`src/rtl/dvde_pkg.sv`:
```
// Shared constants and types for the distinct-value dictionary encoder.
package dvde_pkg;

    localparam int TABLE_DEPTH_DEF = 64;
    localparam int VALUE_W         = 64;
    localparam int CODE_W          = 7;
    localparam int CFG_W           = 7;
    localparam int COUNT_W         = 16;
    localparam int APB_DATA_W      = 32;
    localparam int APB_ADDR_W      = 3;

    localparam logic [CFG_W-1:0]   MAX_ENTRIES_RST = 7'd64;
    localparam logic [COUNT_W-1:0] COUNT_MAX       = 16'hFFFF;

    // Register index, taken from paddr[2] (32-bit registers on 4-byte steps)
    localparam logic REG_MAX_ENTRIES = 1'b0;

    // Probe that walks the cell chain
    typedef struct packed {
        logic               valid;
        logic [VALUE_W-1:0] value;
        logic               hit;
        logic [CODE_W-1:0]  code;
    } dvde_token_t;

endpackage

```
`src/rtl/dvde_cell.sv`:
```
// One table entry: holds a stored word and checks the passing probe against it.
module dvde_cell
    import dvde_pkg::*;
#(
    parameter int TABLE_DEPTH = TABLE_DEPTH_DEF,
    parameter int IDX         = 0,
    localparam int IDX_W      = (TABLE_DEPTH > 1) ? $clog2(TABLE_DEPTH) : 1,
    localparam int CNT_W      = $clog2(TABLE_DEPTH + 1)
)
(
    input  logic               clk,
    input  logic               rst_n,
    input  logic [CNT_W-1:0]   n_stored,
    input  logic               wr_en,
    input  logic [IDX_W-1:0]   wr_idx,
    input  logic [VALUE_W-1:0] wr_value,
    input  dvde_token_t        tok_in,
    output dvde_token_t        tok_out
);

    localparam logic [CNT_W-1:0]  POS      = CNT_W'(IDX);
    localparam logic [IDX_W-1:0]  POS_IDX  = IDX_W'(IDX);
    localparam logic [CODE_W-1:0] POS_CODE = CODE_W'(IDX + 1);

    logic [VALUE_W-1:0] entry_reg;
    logic               valid_reg;
    logic [VALUE_W-1:0] value_reg;
    logic               hit_reg;
    logic [CODE_W-1:0]  code_reg;
    dvde_token_t        tok_next;
    logic               match;

    always_ff @(posedge clk)
    begin
        if (wr_en && (wr_idx == POS_IDX))
        begin
            entry_reg <= wr_value;
        end
    end

    // Only entries below the stored count take part
    assign match = (POS < n_stored) && (entry_reg == tok_in.value);

    always_comb
    begin
        tok_next = tok_in;
        if (!tok_in.hit && match)
        begin
            tok_next.hit  = 1'b1;
            tok_next.code = POS_CODE;
        end
    end

    always_ff @(posedge clk or negedge rst_n)
    begin
        if (!rst_n)
        begin
            valid_reg <= 1'b0;
        end
        else
        begin
            valid_reg <= tok_next.valid;
        end
    end

    always_ff @(posedge clk)
    begin
        value_reg <= tok_next.value;
        hit_reg   <= tok_next.hit;
        code_reg  <= tok_next.code;
    end

    assign tok_out = {valid_reg, value_reg, hit_reg, code_reg};

endmodule

```
`config.mk`:
```
export PLATFORM = sky130hd
export DESIGN_NAME = dvde_cell
export DESIGN_NICKNAME = d
export VERILOG_FILES = /design/src/rtl/dvde_pkg.sv /design/src/rtl/dvde_cell.sv
export SDC_FILE = /design/constraint.sdc
export NUM_CORES = 1
export LEC_CHECK = 0
export BUFFER_PORTS_ARGS = -buffer_cell sky130_fd_sc_hd__buf_2
export CAP_MARGIN = 15
export CORE_UTILIZATION = 40
export DETAILED_ROUTE_END_ITERATION = 16
export PLACE_DENSITY = 0.72
export SKIP_CTS_REPAIR_TIMING = 1
export SLEW_MARGIN = 40
export SYNTH_ARGS = -nofsm -noshare
export SYNTH_HDL_FRONTEND = slang
export SYNTH_SLANG_ARGS = --single-unit
```
`constraint.sdc`:
```
create_clock -name clk -period 2.35 [get_ports clk]
set_clock_uncertainty 0.15 [all_clocks]
set_input_delay 0 -clock clk [delete_from_list [all_inputs] [get_ports clk]]
set_output_delay 0 -clock clk [all_outputs]
set_load 0.02 [all_outputs]
```
==> impl_metrics.json, run 1 <==
{
  "lastStage": "5_1_grt",
  "rows": 37,
  "synthFlopType": "dfxtp_1",
  "cts_buffer_depth": 2,
  "htree_levels": 4,
  "error": "[ERROR RSZ-0060] Max buffer count reached.",
  "hpwl_mm": 7.26,
  "synth_edf_count": 64,
  "synth_top_area_cell": "edfxtp_1",
  "cts_buffers": 17,
  "place.gp.congestion": 0.793,
  "placed_area_mm2": 0.00559,
  "synthCells": 253,
  "synth.distinct_cells": 30,
  "place_ws_ns": 0.175,
  "die_h_um": 106,
  "ys_seq_area_share_pct": 79.0,
  "io_pins": 226,
  "io_buffers": 225,
  "run_status": "stopped before the end",
  "synthArstFlopShare_pct": 0.730,
  "syn_area_mm2": 0.00429,
  "fp.dieW_um": 106,
  "ys_ff_latch": 137,
  "ys.warnings.count": 0,
  "synthTopCellsByArea": "edfxtp_1, dfxtp_1, xor2_1",
  "synth_top_area_share_pct": 44.8,
  "start_util_pct": 41.3,
  "cts-root-buf": "clkbuf_8",
  "grt_max_degree": 65,
  "synthesis.nets": 406,
  "postSynthAreaPerCell_um2": 16.9,
  "cts_sinks": 137
}
cell usage after synthesis (2+ instances only):
master      n
xnor2_1     2
xor2_1     50
nor2b_1     7
a21o_1      2
nor4_4      2
o22ai_1     3
nor4_1     12
inv_1       7
nand2b_1    3
dfxtp_1    72
a2111oi_0   2
a21boi_1    6
buf_4       2
nor3_1      2
nand4_1     3
edfxtp_1   64
through the flow:
step	std cells	hold slack [ns]
after floorplan	253	-0.446
after global placement	613	-0.375
after detailed placement	613	-0.373
after CTS	645	-0.920
cell families after synthesis:
group,share of synthesized area [%]
AOI/OAI and AO/OA,3.33
xor gates and xnor gates,10.6
buffers and inverters,1.14
DFF,79.0
and+or+nand+nor,5.89
==> inputs of run 2 (changes only) <==
--- a/config.mk
+++ b/config.mk
@@ -7,9 +7,9 @@
 export LEC_CHECK = 0
 export BUFFER_PORTS_ARGS = -buffer_cell sky130_fd_sc_hd__buf_2
 export CAP_MARGIN = 15
-export CORE_UTILIZATION = 40
+export CORE_UTILIZATION = 25
 export DETAILED_ROUTE_END_ITERATION = 16
-export PLACE_DENSITY = 0.72
+export PLACE_DENSITY_LB_ADDON = 0.15
 export SKIP_CTS_REPAIR_TIMING = 1
 export SLEW_MARGIN = 40
 export SYNTH_ARGS = -nofsm -noshare
==> run 2 against run 1 <==
Effect of this change:
- the flow now finishes without violations
- synthesized cell count did not move
- synthesized area did not move
==> impl_metrics.json, run 2 <==
{
  "rows": 47,
  "synth_xor_area_share_pct": 10.6,
  "crit_family": "simple AND/OR/NAND/NOR gates",
  "layout-drive-gt1-share_pct": 40.6,
  "fillers": 1533,
  "p_comb_share_pct": 9.7,
  "synth-compound-area-share_pct": 3.33,
  "first_pass_iters": 4,
  "synth_top_area_share_pct": 44.8,
  "io_buffers": 225,
  "worstSetupPathType": "reg -> reg",
  "fin_cells": 868,
  "setup_violations": 0,
  "core_mm2": 0.0166,
  "grt_pass1_wl_mm": 15.6,
  "via_per_inst": 3.86,
  "path_clk_slew_ns": 0.06,
  "hold_violations": 0,
  "synthArstFlopShare_pct": 0.730,
  "final_cell_mix": "buf_2, dlygate4sd3_1, dfxtp_1, edfxtp_1, xor2_1",
  "drc": 0,
  "maxSlewViolCount": 0,
  "powerDensity_mw_per_mm2": 746,
  "ys_ff_latch": 137,
  "cts-root-buf": "clkbuf_16",
  "synth_top_family_by_area": "XOR/XNOR gates",
  "grt_max_degree": 65,
  "p_leak_nw": 3.33,
  "synth_common_cells": "dfxtp_1, edfxtp_1, xor2_1",
  "fmax_mhz": 474,
  "synthFlopType": "dfxtp_1",
  "start_util_pct": 25.8,
  "vias": 3350,
  "final_common_cell": "buf_2",
  "cts_buffers": 17,
  "hold_ws_ns": 0.0968,
  "endpoint_kind": "register",
  "p_int_mw": 4.47,
  "ys_seq_area_share_pct": 79.0,
  "vdd_drop_max_mv": 0.456,
  "postSynthAreaPerCell_um2": 16.9,
  "pwr-share-clk_pct": 45.0,
  "cts_buffer_depth": 2,
  "seqPwrFrac_pct": 45.3,
  "track_usage_pct": 12.1,
  "placed_cells": 697,
  "fin_crit_ns": 2.11,
  "worstHoldPathType": "in -> reg",
  "synth.distinct_cells": 30,
  "setup_slack_ns": 0.242,
  "run_status": "finished clean",
  "rsz0062_at_grt": "no",
  "antenna_found_initial": 0,
  "p_sw_mw": 1.24,
  "tightestPinTransition_ns": 0.535,
  "cp-start-kind": "register",
  "synth-simple-area-share_pct": 5.89,
  "grt_pass1_vias": 2921,
  "syn_to_final_growth_pct": 78.6,
  "crit_path_top_delay_cell": "nor4_4",
  "fp.dieW_um": 133,
  "syn_area_mm2": 0.00429,
  "synthesis.nets": 406,
  "synth_edf_count": 64,
  "cp.arrival_ns": 2.23,
  "fin_setup_tns_ns": 0,
  "final_nets": 788,
  "avgRoutedWirePerCell_um": 13.2,
  "maxCapViolations": 0,
  "synthAdderAreaFrac_pct": 0,
  "slowest_delay_ns": 0.55,
  "synth_top_area_cell": "edfxtp_1",
  "synthTopCellsByArea": "edfxtp_1, dfxtp_1, xor2_1",
  "antenna_cells": 0,
  "relSlewSlack_pct": 64.1,
  "ys.warnings.count": 0,
  "drt_wl_total_mm": 11.5,
  "yosysMostFrequentCell": "dfxtp_1",
  "cp.buffers_inverters": 0,
  "place.gp.congestion": 0.720,
  "path_max_fanout": 8,
  "hpwl_mm": 7.93,
  "cts_sinks": 137,
  "clk_latency_ns": 0.41,
  "die_h_um": 133,
  "htree_levels": 4,
  "swShare_pct": 21.8,
  "dieArea_mm2": 0.0177,
  "ant_nets": 0,
  "crit_required_ns": 2.47,
  "cts_tree": "done",
  "io_pins": 226,
  "crit_chain": "xor2_1 > nor4_1 > nand4_1 > nor4_4 > a21boi_1",
  "drtIter0Drc": 84,
  "gr-total-overflow": 0,
  "min_period_over_period_pct": 89.7,
  "synthCells": 253,
  "place_ws_ns": 0.178,
  "synth_mux_area_share_pct": 0
}
[run 2: path summary, 6_finish.rpt]
path	start	endpoint	slack, ns	cells past startpoint
min	tok_in[12]	value_reg[4]$_DFF_P_	0.1	2
min in group asynchronous	rst_n	valid_reg$_DFF_PN0_	0.30	3
max	entry_reg[8]$_DFFE_PP_	code_reg[4]$_SDFF_PP0_	0.24	5
max reg2reg	entry_reg[8]$_DFFE_PP_	code_reg[4]$_SDFF_PP0_	0.24	5
min reg2reg	entry_reg[4]$_DFFE_PP_	code_reg[2]$_SDFF_PP0_	0.64	4
max in group asynchronous	rst_n	valid_reg$_DFF_PN0_	1.65	3
[run 2: cell type report]
cell class	count	area, um^2	share of cell area [%]
flip-flops and latches	137	3390	44.2
repair buffers	365	2540	33.1
multi-input cells	105	852	11.1
clock buffers	19	443	5.78
well taps	220	275	3.59
clock inverters	13	128	1.67
inverters	9	33.8	0.441
[run 2: layer usage]
layer	GRT usage, %	wire length (um)
met1	13.9	4750
met4	6.70	235
met2	19.6	5890
met5	0	0
met3	4.37	601
[run 2: cell families (layout without fill, tap and decap cells)]
logic type,Yosys count,after routing
DFF,137,137
buffers and inverters,11,406
AOI/OAI and AO/OA,17,17
and+or+nand+nor,36,36
xor gates and xnor gates,52,52
[run 2: power by group through the flow]
stage	registers [mW]	logic, mW	clock network [mW]
floorplan	2.72	0.0621	0
global placement	2.64	0.374	0
detailed placement	2.64	0.376	0
CTS	2.59	0.377	2.65
global route	2.59	0.599	2.76
finish	2.59	0.554	2.57
[run 2: stage by stage]
| step | utilization [%] | power (mW) | instance area, um^2 |
|---|---|---|---|
| 2_1_floorplan | - | 2.79 | 4290 |
| 3_3_place_gp | 34.2 | 3.01 | 5700 |
| 3_5_place_dp | 34.2 | 3.01 | 5700 |
| 4_1_cts | 37.7 | 5.62 | 6270 |
| 5_1_grt | 46.0 | 5.95 | 7660 |
| 6_report | 46.0 | 5.71 | 7660 |
No activity file was read; power rests on OpenSTA's default activity.
